[config.mk]
export PLATFORM = sky130hd
export DESIGN_NAME = spa_rem
export DESIGN_NICKNAME = d
export VERILOG_FILES = /design/src/design/segregated_pool_allocator_assert.svh /design/src/design/spa_pkg.sv /design/src/design/spa_rem.sv
export SDC_FILE = /design/constraint.sdc
export NUM_CORES = 1
export LEC_CHECK = 0
export BUFFER_PORTS_ARGS = -buffer_cell sky130_fd_sc_hd__buf_2
export CORE_MARGIN = 2
export CORE_UTILIZATION = 25
export DETAILED_ROUTE_END_ITERATION = 6
export SLEW_MARGIN = 5
export SYNTH_ARGS = -nofsm -noshare
export SYNTH_HDL_FRONTEND = slang
export SYNTH_SLANG_ARGS = --single-unit
[constraint.sdc]
create_clock -name i_clk -period 3.1 [get_ports i_clk]
set_input_delay 0.465 -clock i_clk [delete_from_list [all_inputs] [get_ports i_clk]]
set_output_delay 0.465 -clock i_clk [all_outputs]
set_load 0.005 [all_outputs]
[src/design/segregated_pool_allocator_assert.svh]
// Assertion macros used by the allocator RTL.
`ifndef SEGREGATED_POOL_ALLOCATOR_ASSERT_SVH
`define SEGREGATED_POOL_ALLOCATOR_ASSERT_SVH

// Same-cycle implication, disabled while reset is asserted.
`define SPA_ASSERT_NOW(label, clk, rst_n, ante, cons, msg) \
    label: assert property (@(posedge clk) disable iff (!rst_n) (ante) |-> (cons)) \
        else $error(msg);

// Next-cycle implication, disabled while reset is asserted.
`define SPA_ASSERT_NEXT(label, clk, rst_n, ante, cons, msg) \
    label: assert property (@(posedge clk) disable iff (!rst_n) (ante) |=> (cons)) \
        else $error(msg);

`endif

[src/design/spa_pkg.sv]
`timescale 1ns / 1ps
`default_nettype none
// ----------------------------------------------------------------------------
// spa_pkg
// Shared constants, codes, types and pool geometry functions.
// ----------------------------------------------------------------------------
package spa_pkg;

    localparam int NUM_POOLS     = 7;
    localparam int MAX_POOLS     = 8;
    localparam int ADDR_W        = 48;
    localparam int SIZE_W        = 32;
    localparam int BYTES_W       = 19;
    localparam int REGION_LOG2   = 21;
    localparam int SMALLEST_LOG2 = 6;
    localparam int IDX_W         = 16;
    localparam int LINK_DEPTH    = 45640;
    localparam int LOG2_W        = 5;
    localparam int POOL_W        = 3;
    localparam int IN_TDATA_W    = 120;
    localparam int OUT_TDATA_W   = 72;

    localparam logic [IDX_W-1:0] LINK_NIL = '1;

    localparam int POOL_SHIFT [MAX_POOLS] = '{0, 3, 3, 3, 6, 9, 12, 15};

    typedef logic [POOL_W-1:0] t_pool;
    typedef logic [IDX_W-1:0]  t_idx;

    typedef enum logic [1:0] {
        OP_ALLOC,
        OP_FREE,
        OP_QUERY,
        OP_NONE
    } t_op;

    typedef enum logic [1:0] {
        STS_OK,
        STS_ALLOC_FAIL,
        STS_BAD_FREE
    } t_status;

    typedef enum logic [2:0] {
        ST_IDLE,
        ST_A_POOL,
        ST_A_INIT,
        ST_A_CHECK,
        ST_A_WAIT,
        ST_O_POOL,
        ST_O_TEST,
        ST_DONE
    } t_state;

    typedef struct packed {
        logic en;
        t_idx addr;
        t_idx data;
    } t_link_wr;

    typedef struct packed {
        logic en;
        t_idx addr;
    } t_link_rd;

    function automatic logic [LOG2_W-1:0] f_chunk_log2(input t_pool p);
        return LOG2_W'(SMALLEST_LOG2 + POOL_SHIFT[p]);
    endfunction

    function automatic t_idx f_count(input t_pool p);
        logic [LOG2_W-1:0] sh;
        sh = LOG2_W'(REGION_LOG2) - f_chunk_log2(p);
        return t_idx'(1) << sh;
    endfunction

    function automatic t_idx f_link_base(input t_pool p);
        t_idx acc;
        acc = '0;
        for (int q = 0; q < MAX_POOLS; q++) begin
            if (POOL_W'(q) < p) begin
                acc = acc + f_count(POOL_W'(q));
            end
        end
        return acc;
    endfunction

    function automatic logic [BYTES_W-1:0] f_chunk_bytes(input t_pool p);
        return BYTES_W'(1) << f_chunk_log2(p);
    endfunction

endpackage
`default_nettype wire

[src/design/spa_rem.sv]
`timescale 1ns / 1ps
`default_nettype none
// ----------------------------------------------------------------------------
// spa_rem
// Bit-serial restoring remainder unit: one dividend bit per cycle.
// ----------------------------------------------------------------------------
module spa_rem (
    input  wire logic                        i_clk,
    input  wire logic                        i_rst_n,
    input  wire logic                        i_start,
    input  wire logic [spa_pkg::ADDR_W-1:0]  i_dividend,
    input  wire logic [spa_pkg::SIZE_W-1:0]  i_divisor,
    output logic                             o_busy,
    output logic      [spa_pkg::SIZE_W-1:0]  o_rem
);
    import spa_pkg::*;

    localparam int CNT_W = $clog2(ADDR_W);

    logic              r_busy;
    logic [CNT_W-1:0]  r_cnt;
    logic [ADDR_W-1:0] r_dvd;
    logic [SIZE_W-1:0] r_dvs;
    logic [SIZE_W-1:0] r_rem;
    logic [SIZE_W:0]   trial;
    logic [SIZE_W:0]   n_rem;

    // Shift in one dividend bit, subtract when it fits.
    always_comb begin
        trial = {r_rem, r_dvd[ADDR_W-1]};
        if (trial >= {1'b0, r_dvs}) begin
            n_rem = trial - {1'b0, r_dvs};
        end else begin
            n_rem = trial;
        end
    end

    always_ff @(posedge i_clk) begin
        if (!i_rst_n) begin
            r_busy <= 1'b0;
        end else if (i_start) begin
            r_busy <= 1'b1;
        end else if (r_busy && r_cnt == CNT_W'(ADDR_W - 1)) begin
            r_busy <= 1'b0;
        end
    end

    always_ff @(posedge i_clk) begin
        if (i_start) begin
            r_cnt <= '0;
            r_dvd <= i_dividend;
            r_dvs <= i_divisor;
            r_rem <= '0;
        end else if (r_busy) begin
            r_cnt <= r_cnt + CNT_W'(1);
            r_dvd <= r_dvd << 1;
            r_rem <= n_rem[SIZE_W-1:0];
        end
    end

    assign o_busy = r_busy;
    assign o_rem  = r_rem;

endmodule
`default_nettype wire

After elaboration in Yosys (flattened, before gate mapping)
Index checks and enable logic that the tools add are counted.
{ "op_classes": {"addsub": 2, "order_cmp": 1, "eq_ne": 1, "muxes": 5, "reduce_logical": 3} }
{ "ops": {"columns": ["op", "n"], "rows": [
  ["48-bit two-way mux", 2],
  ["33-bit by 32-bit >= comparator with 1-bit output", 1],
  ["32-bit two-way mux", 1],
  ["32-bit subtractor", 1],
  ["6-bit by 1-bit adder with 6-bit output, second input constant", 1],
  ["6-bit equality test, second input constant", 1],
  ["2-bit nonzero test", 2],
  ["1-bit two-way mux", 2],
  ["1-bit logical AND", 1]
]} }
{ "word_totals": {"ff_bits": 119, "in_bits": 83, "output_inout_bits": 33, "wordCells": 17} }

Longest topological paths before layout
Gate-level depths: netlist of run 1.
{ "depth": {"ltp_word": 4, "mapped_depth": 13, "depth_no_buf": 13} }

Worst setup path before layout of run 1
OpenSTA, ideal clock, no wires.
{ "synth_path": {"path_kind": "register to register", "from": "reg r_dvd[47]", "to": "reg r_rem[26], in the netlist o_rem[26]", "arrival_time_ns": 2.691, "required_time_ns": 2.978, "path_slack_ns": 0.287, "stages_incl_launch_ff": 14, "n_path_buf": 0, "path_cell_list": "edfxtp_1 -> inv_1 -> ha_1 -> inv_1 -> fa_1 -> a211oi_1 -> nor4_1 -> a311oi_1 -> o221ai_1 -> o31ai_1 -> o21bai_1 -> a21oi_1 -> xor2_1 -> o21ai_1"} }
{ "synth_between": {"elab_chain_cells": 2, "elab_cells_between_ends": 3, "cone_classes": "add/sub: 1; order compare: 1; mux: 1"} }
{ "synth_lines": {"columns": ["element", "line", "text"], "rows": [
  ["start, declared", "spa_rem.sv:22", "logic [ADDR_W-1:0] r_dvd;"],
  ["start signal, assigned", "spa_rem.sv:51", "r_dvd <= i_dividend;"],
  ["start signal, assigned", "spa_rem.sv:56", "r_dvd <= r_dvd << 1;"],
  ["32-bit subtractor / 33-bit by 32-bit >= comparator with 1-bit output (equally long branches)", "spa_rem.sv:32, spa_rem.sv:31", null],
  ["32-bit two-way mux (*)", "spa_rem.sv:31", "if (trial >= {1'b0, r_dvs}) begin"],
  ["end signal, assigned", "spa_rem.sv:57", "r_rem <= n_rem[SIZE_W-1:0];"],
  ["end, declared", "spa_rem.sv:24", "logic [SIZE_W-1:0] r_rem;"]
]} }
Every way passes the cells marked *; elsewhere a longest branch is shown, timed or not.
A chain may end at the register's enable or synchronous reset.

Worst setup path after layout of run 1
{ "layout_path": {"from": "reg r_dvs[7]", "to": "reg r_rem[29], in the netlist o_rem[29]"} }
{ "layout_between": {"elab_chain_cells": 2, "elab_cells_between_ends": 3, "cone_classes": "add/sub: 1; order compare: 1; mux: 1"} }
{ "layout_lines": {"columns": ["element", "line", "text"], "rows": [
  ["start, declared", "spa_rem.sv:23", "logic [SIZE_W-1:0] r_dvs;"],
  ["start signal, assigned", "spa_rem.sv:52", "r_dvs <= i_divisor;"],
  ["32-bit subtractor / 33-bit by 32-bit >= comparator with 1-bit output (equally long branches)", "spa_rem.sv:32, spa_rem.sv:31", null],
  ["32-bit two-way mux (*)", "spa_rem.sv:31", null]
]} }
Marked as above.

==> metrics.txt, run 1 <==
# TYPE chip_impl_metric gauge
chip_impl_metric{name="power.total",unit="mW"} 4.97
chip_impl_metric{name="rows",unit=""} 58
chip_impl_metric{name="met3_usage",unit="%"} 5.63
chip_impl_metric{name="synth_edf_count",unit=""} 80
chip_impl_metric{name="core_area",unit="µm²"} 25100
chip_impl_metric{name="insertion_delay",unit="ns"} 0.41
chip_impl_info{name="path_delay_family",value="compound AO/OA/AOI/OAI gates"} 1
chip_impl_metric{name="postCtsHoldBufs",unit=""} 0
chip_impl_metric{name="ys_ff_latch",unit=""} 119
chip_impl_info{name="timing.critical_path.cells",value="inv_1, ha_1, nand2_1, or3_4, a31oi_4, o21ai_2, a211o_1, a2111oi_2, or3_1, nand3_1, a311oi_2"} 1
chip_impl_metric{name="bufs_on_longest_clock_path",unit=""} 2
chip_impl_metric{name="first_pass_grt_wire_length",unit="µm"} 25100
chip_impl_metric{name="design.final.nets",unit=""} 844
chip_impl_info{name="cell_types_occupying_the_most_area_after_synthesis",value="edfxtp_1 38%, dfxtp_1 12%, mux2_2 8.3%"} 1
chip_impl_metric{name="yosysTopAreaCellShare",unit="%"} 37.7
chip_impl_metric{name="cp.arrival",unit="ns"} 3.17
chip_impl_metric{name="hold_viol",unit=""} 0
chip_impl_info{name="unrepaired_setup_endpoints_after_global_routing",value="false"} 1
chip_impl_info{name="globalRoute.busiestLayer",value="met2"} 1
chip_impl_info{name="worst-setup-path-type",value="register to register"} 1
chip_impl_info{name="hold_path_class",value="input pin to register"} 1
chip_impl_metric{name="place_inst",unit=""} 1035
chip_impl_metric{name="finalNonFillerCells",unit=""} 1076
chip_impl_metric{name="num-fill-cells",unit=""} 2625
chip_impl_metric{name="timing.hold.ws",unit="ns"} 0.224
chip_impl_metric{name="first_global_vias",unit=""} 4833
chip_impl_metric{name="cts.reportedPaths.clkPinSlew",unit="ns"} 0.06
chip_impl_metric{name="globalplace.congestion",unit=""} 0.813
chip_impl_metric{name="initial_core_utilization",unit="%"} 25.4
chip_impl_metric{name="cp_data_required_time",unit="ns"} 3.43
chip_impl_metric{name="routed-via-count",unit=""} 4814
chip_impl_metric{name="dieArea",unit="µm²"} 26800
chip_impl_info{name="result_of_the_run",value="completed"} 1
chip_impl_metric{name="timing_max_transition_violations_final",unit=""} 0
chip_impl_metric{name="postSynthCellCount",unit=""} 591
chip_impl_metric{name="power.static_leakage",unit="nW"} 3.31
chip_impl_metric{name="synth-async-reset-ratio",unit="%"} 0
chip_impl_metric{name="ys_seq_area_share",unit="%"} 49.9
chip_impl_metric{name="max_ir_drop_vdd",unit="mV"} 0.273
chip_impl_info{name="synth_flop_cell",value="edfxtp_1"} 1
chip_impl_metric{name="cts_buffers",unit=""} 17
chip_impl_metric{name="period_share",unit="%"} 91.7
chip_impl_metric{name="grt_resource_usage_total",unit="%"} 12.0
chip_impl_metric{name="die_extent_in_x",unit="µm"} 164
chip_impl_metric{name="cts.sink_count",unit=""} 119
chip_impl_info{name="worstSetupStartpointType",value="register"} 1
chip_impl_metric{name="path_max_fanout",unit=""} 5
chip_impl_metric{name="grt_antenna_before_repair",unit=""} 6
chip_impl_metric{name="detailed_route_wire_length_per_cell",unit="µm"} 14.5
chip_impl_metric{name="area_of_the_mapped_netlist",unit="µm²"} 6380
chip_impl_metric{name="place_hpwl",unit="µm"} 11200
chip_impl_metric{name="area_growth",unit="%"} 28.0
chip_impl_metric{name="fin_crit",unit="ns"} 2.84
chip_impl_metric{name="avgSynthCellArea",unit="µm²"} 10.8
chip_impl_metric{name="critical_path_buf_inv_count",unit=""} 1
chip_impl_metric{name="post-route-drc-count",unit=""} 0
chip_impl_metric{name="cts_htree_levels",unit=""} 4
chip_impl_metric{name="timing.setup.tns",unit="ns"} 0
chip_impl_metric{name="antenna_left",unit=""} 0
chip_impl_metric{name="max_incr_delay_on_cp",unit="ns"} 0.41
chip_impl_metric{name="vias_per_cell",unit=""} 4.47
chip_impl_info{name="clockRootBuffer",value="clkbuf_16"} 1
chip_impl_metric{name="synth.yosys.warnings",unit=""} 0
chip_impl_metric{name="synth_cell_types",unit=""} 53
chip_impl_metric{name="length_of_the_first_detailed_routing_pass_in_iterations",unit=""} 4
chip_impl_metric{name="detail_route.iter0.violations",unit=""} 224
chip_impl_info{name="cp-end-kind",value="register"} 1
chip_impl_metric{name="timing.max_slew.rel_slack",unit="%"} 33.3
chip_impl_metric{name="grt_start_max_net_pins",unit=""} 60
chip_impl_metric{name="global_route.usage.met2",unit="%"} 18.9
chip_impl_metric{name="maximum_clock_frequency",unit="GHz"} 0.352
chip_impl_metric{name="grt_overflow",unit=""} 0
chip_impl_metric{name="met1_usage",unit="%"} 14.7
chip_impl_metric{name="pd_cells",unit="nW/µm²"} 608
chip_impl_info{name="cts_tree",value="done"} 1
chip_impl_metric{name="drive_gt1_share",unit="%"} 31.6
chip_impl_metric{name="transition_at_the_pin_with_the_smallest_max_transition_slack",unit="ns"} 1.00
chip_impl_metric{name="number_of_port_buffers",unit=""} 115
chip_impl_metric{name="finalClockSkew",unit="ns"} 0.0108
chip_impl_info{name="post-synth-top-area-cell",value="edfxtp_1"} 1
chip_impl_metric{name="setup_failing_eps_final",unit=""} 0
chip_impl_metric{name="die_h",unit="µm"} 164
chip_impl_info{name="crit_slowest_cell",value="or3_4"} 1
chip_impl_metric{name="wirelength",unit="µm"} 15600
chip_impl_metric{name="synthesized_nets",unit=""} 708
chip_impl_metric{name="maxCapViolCount",unit=""} 0
chip_impl_metric{name="top_level_ports",unit=""} 116
## where the power goes
group / internal [mW] / total (mW) / switching (mW)
combinational: 0.409 / 0.895 / 0.487
clock: 1.43 / 2.15 / 0.720
sequential: 1.86 / 1.92 / 0.0681
total: 3.69 / 4.97 / 1.27
## synth_stat cells, types with 8 or more instances
cell type and number:
dfxtp_1 39, clkbuf_1 15, mux2_2 47, o21ai_0 15, ha_1 33, o21ai_1 8
a21oi_1 26, a311oi_1 25, o21a_1 8, inv_1 41, nor2_1 48, nand3_1 14
xor2_1 13, edfxtp_1 80, nand2_1 65, xnor2_1 17
## per-stage QoR
stage	instance area (µm²)	setup WS [ns]	utilization (%)
2_1_floorplan	6380	0.287	-
3_3_place_gp	7450	0.106	29.7
3_5_place_dp	7450	0.0567	29.7
4_1_cts	8090	0.0361	32.2
5_1_grt	8160	0.00789	32.5
6_report	8170	0.258	32.5
## flip-flops by register name (all words and copies together), names as in the netlist
register,cells
r_dvs,32
r_dvd,48
o_rem,32
o_busy,1
r_cnt,6
## what timing repair did
action | 4_1_cts | 5_1_grt
endpoints found under the setup margin | 0 | 28
buffers inserted | 0 | 3
resized for setup | 0 | 10
## placed cells by master (no fill, tap or decap), drive strengths merged, types with 3 or more instances in the layout
master / count
xnor2: 17
o21bai: 3
and3: 4
a211oi: 7
nand3: 14
diode: 6
nand4: 7
nand2: 66
a311oi: 26
a21o: 7
nor2b: 6
mux2: 49
o21ai: 25
o31ai: 3
o21a: 8
inv: 43
or3: 5
ha: 33
clkinv: 3
a32oi: 5
clkbuf: 20
nor3: 4
a21oi: 26
nor2: 48
nor4: 3
nand2b: 4
bufinv: 5
buf: 140
a31oi: 6
edfxtp: 80
dfxtp: 39
xor2: 13
## cells by family (layout without fill, tap and decap cells)
family	after synthesis	count (layout)	share of synthesized area [%]
mux	51	51	8.96
buf+inv	64	213	3.90
flops	119	119	49.9
fa+ha+maj	34	34	6.79
other cells	0	6	0
compound gates	126	126	14.4
simple gates	167	167	11.9
xor+xnor	30	30	4.12
## cell type report
cell class | count | area [µm²] | share of cell area, %
clock buffer | 20 | 437 | 5.35
clock inverter | 12 | 199 | 2.44
sequential | 119 | 3180 | 39.0
tap | 330 | 413 | 5.05
inverter | 41 | 154 | 1.88
multi-input combinational | 408 | 2990 | 36.6
timing repair buffer | 140 | 778 | 9.53
antenna | 6 | 15.0 | 0.184
## layer usage
layer | vias up | wire length, µm | share of wire [%]
met5 | - | 18 | 0.12
met1 | 2225 | 6970 | 45
met4 | 4 | 166 | 1.1
met3 | 15 | 1360 | 8.7
met2 | 114 | 7090 | 45
li1 | 2456 | - | -
## path summary, 6_finish.rpt
kind,from,to,slack [ns],cells past startpoint
worst max-delay path,r_dvs[7],o_rem[29],0.26,11
worst min-delay path,i_divisor[28],r_dvs[28],0.22,1
worst max register to register,r_dvs[7],o_rem[29],0.26,11
worst min register to register,r_cnt[5],r_cnt[5],0.49,2
Note: power is estimated with default switching activity, not from simulation.
==> inputs of run 2 (changes only) <==
- CORE_MARGIN: 2 -> default
==> run 2 against run 1 <==
Global-route usage is 0.38 points higher; die area is 2.4% lower; first-iteration DRC count is 1.8% lower; final cell count is 0.46% higher; hold slack worse by 0.0056 ns; routed wire length hardly changed; combinational power is 0.9% higher; largest cell class unchanged.
==> metrics.txt, run 2 (synthesis results as in run 1) <==
# TYPE chip_impl_metric gauge
chip_impl_metric{name="hold_viol",unit=""} 0
chip_impl_metric{name="timing.setup.tns",unit="ns"} 0
chip_impl_metric{name="vias_per_cell",unit=""} 4.54
chip_impl_info{name="cts_tree",value="done"} 1
chip_impl_metric{name="core_area",unit="µm²"} 25100
chip_impl_metric{name="cts.sink_count",unit=""} 119
chip_impl_metric{name="cp_data_required_time",unit="ns"} 3.42
chip_impl_metric{name="largest_register_ff_count",unit=""} 48
chip_impl_metric{name="insertion_delay",unit="ns"} 0.42
chip_impl_info{name="worstSetupStartpointType",value="register"} 1
chip_impl_metric{name="place_hpwl",unit="µm"} 11300
chip_impl_metric{name="timing.max_slew.rel_slack",unit="%"} 32.1
chip_impl_metric{name="globalplace.congestion",unit=""} 0.872
chip_impl_metric{name="post_cts.repair.setup_buffers",unit=""} 0
chip_impl_info{name="layout_common_cells",value="114 x buf_2, 80 x edfxtp_1, 65 x nand2_1"} 1
chip_impl_metric{name="grt_resource_usage_total",unit="%"} 12.4
chip_impl_info{name="hold_path_class",value="input pin to register"} 1
chip_impl_metric{name="multi_input_comb_area",unit="µm²"} 2980
chip_impl_metric{name="ff_latch_area",unit="µm²"} 3180
chip_impl_metric{name="grt_overflow",unit=""} 0
chip_impl_metric{name="die_extent_in_x",unit="µm"} 162
chip_impl_metric{name="bufs_on_longest_clock_path",unit=""} 2
chip_impl_metric{name="area_growth",unit="%"} 27.2
chip_impl_metric{name="drive_gt1_share",unit="%"} 32.1
chip_impl_metric{name="postLayoutCoreUtil",unit="%"} 32.3
chip_impl_metric{name="fin_crit",unit="ns"} 2.91
chip_impl_metric{name="first_global_vias",unit=""} 4881
chip_impl_metric{name="cts.reportedPaths.clkPinSlew",unit="ns"} 0.06
chip_impl_metric{name="cp.arrival",unit="ns"} 3.23
chip_impl_info{name="mostFrequentLayoutCell",value="buf_2"} 1
chip_impl_metric{name="routed-via-count",unit=""} 4909
chip_impl_metric{name="period_share",unit="%"} 93.9
chip_impl_metric{name="timing_max_transition_violations_final",unit=""} 0
chip_impl_metric{name="first_pass_grt_wire_length",unit="µm"} 25200
chip_impl_info{name="result_of_the_run",value="completed"} 1
chip_impl_metric{name="antenna_left",unit=""} 0
chip_impl_metric{name="post-route-drc-count",unit=""} 0
chip_impl_metric{name="initial_core_utilization",unit="%"} 25.4
chip_impl_metric{name="design.final.nets",unit=""} 851
chip_impl_info{name="worst-setup-path-type",value="register to register"} 1
chip_impl_metric{name="rows",unit=""} 58
chip_impl_info{name="max_flop_register",value="r_dvd"} 1
chip_impl_metric{name="num-fill-cells",unit=""} 2664
chip_impl_metric{name="cts_buffers",unit=""} 17
chip_impl_metric{name="power.static_leakage",unit="nW"} 3.32
chip_impl_info{name="unrepaired_setup_endpoints_after_global_routing",value="false"} 1
chip_impl_metric{name="wirelength",unit="µm"} 15600
chip_impl_metric{name="detail_route.iter0.violations",unit=""} 220
chip_impl_metric{name="grt_antenna_before_repair",unit=""} 8
chip_impl_metric{name="number_of_port_buffers",unit=""} 115
chip_impl_metric{name="die_h",unit="µm"} 162
chip_impl_metric{name="transition_at_the_pin_with_the_smallest_max_transition_slack",unit="ns"} 1.02
chip_impl_info{name="cp-end-kind",value="register"} 1
chip_impl_metric{name="path_max_fanout",unit=""} 3
chip_impl_metric{name="setup_failing_eps_final",unit=""} 0
chip_impl_metric{name="pre_cts_ws",unit="ns"} 0.0418
chip_impl_metric{name="maxCapViolCount",unit=""} 0
chip_impl_info{name="clockRootBuffer",value="clkbuf_16"} 1
chip_impl_metric{name="grt_start_max_net_pins",unit=""} 61
chip_impl_metric{name="maximum_clock_frequency",unit="GHz"} 0.344
chip_impl_metric{name="dieArea",unit="µm²"} 26200
chip_impl_metric{name="length_of_the_first_detailed_routing_pass_in_iterations",unit=""} 4
chip_impl_metric{name="top_level_ports",unit=""} 116
chip_impl_metric{name="detailed_route_wire_length_per_cell",unit="µm"} 14.4
chip_impl_metric{name="post-route-worst-setup-slack",unit="ns"} 0.190
chip_impl_metric{name="finalClockSkew",unit="ns"} 0.00939
chip_impl_metric{name="cts_htree_levels",unit=""} 4
chip_impl_metric{name="timing.hold.ws",unit="ns"} 0.219
chip_impl_metric{name="pd_cells",unit="nW/µm²"} 578
chip_impl_metric{name="max_ir_drop_vdd",unit="mV"} 0.320
==> run 2: worst max-delay path, cell delays in order, from the launching register on <==
cell and delay (ns):
edfxtp_1 0.35, inv_1 0.08, ha_1 0.16, inv_1 0.06, fa_1 0.41, a211oi_2 0.24
nor4_1 0.08, a311oi_1 0.23, buf_4 0.16, buf_4 0.10, a31oi_1 0.15, a21o_1 0.23
a21oi_2 0.14, xnor2_1 0.12, nand2_1 0.07, a311oi_1 0.25
==> run 2: report_power, final <==
group / internal (mW) / switching [mW]
Clock: 1.10 / 0.757
Combinational: 0.413 / 0.490
Sequential: 1.86 / 0.0662
==> run 2: final timing paths <==
check         endpoint  slack [ns]  depth (start not counted)           from
min          r_dvs[28]        0.22                          1  i_divisor[28]
max          o_rem[16]        0.19                         15      r_dvd[47]
min reg2reg   r_cnt[5]        0.49                          2       r_cnt[5]
max reg2reg  o_rem[16]        0.19                         15      r_dvd[47]
==> run 2: per-layer routing <==
layer | vias to the layer above | GRT usage [%] | part of all wire [%]
li1 | 2467 | - | -
met1 | 2267 | 14.6 | 44
met2 | 141 | 19.7 | 45
met3 | 26 | 5.80 | 9.3
met4 | 8 | 4.33 | 1.9
met5 | - | 0 | 0.26
==> run 2: timing repair <==
action | 4_1_cts | 5_1_grt
endpoints found under the setup margin | 0 | 20
hold buffers | 0 | 0
gates resized for setup | 0 | 7
==> run 2: final cells by class <==
cell class              instances  area share [%]
diodes                          4           0.123
clock buffers                  18            5.29
clock inverters                14            1.54
inverters                      41            1.90
multi-input cells             408            36.7
flip-flops and latches        119            39.3
well taps                     330            5.09
repair buffers                147            10.1
==> run 2: stage by stage <==
stage | cell area, µm² | cells | power (mW)
detailed placement | 7520 | 1045 | 2.85
finish | 8110 | 1081 | 4.69
global route | 8110 | 1078 | 4.92
CTS | 8070 | 1077 | 4.73
floorplan | 6380 | 591 | 2.54
global placement | 7520 | 1045 | 2.84
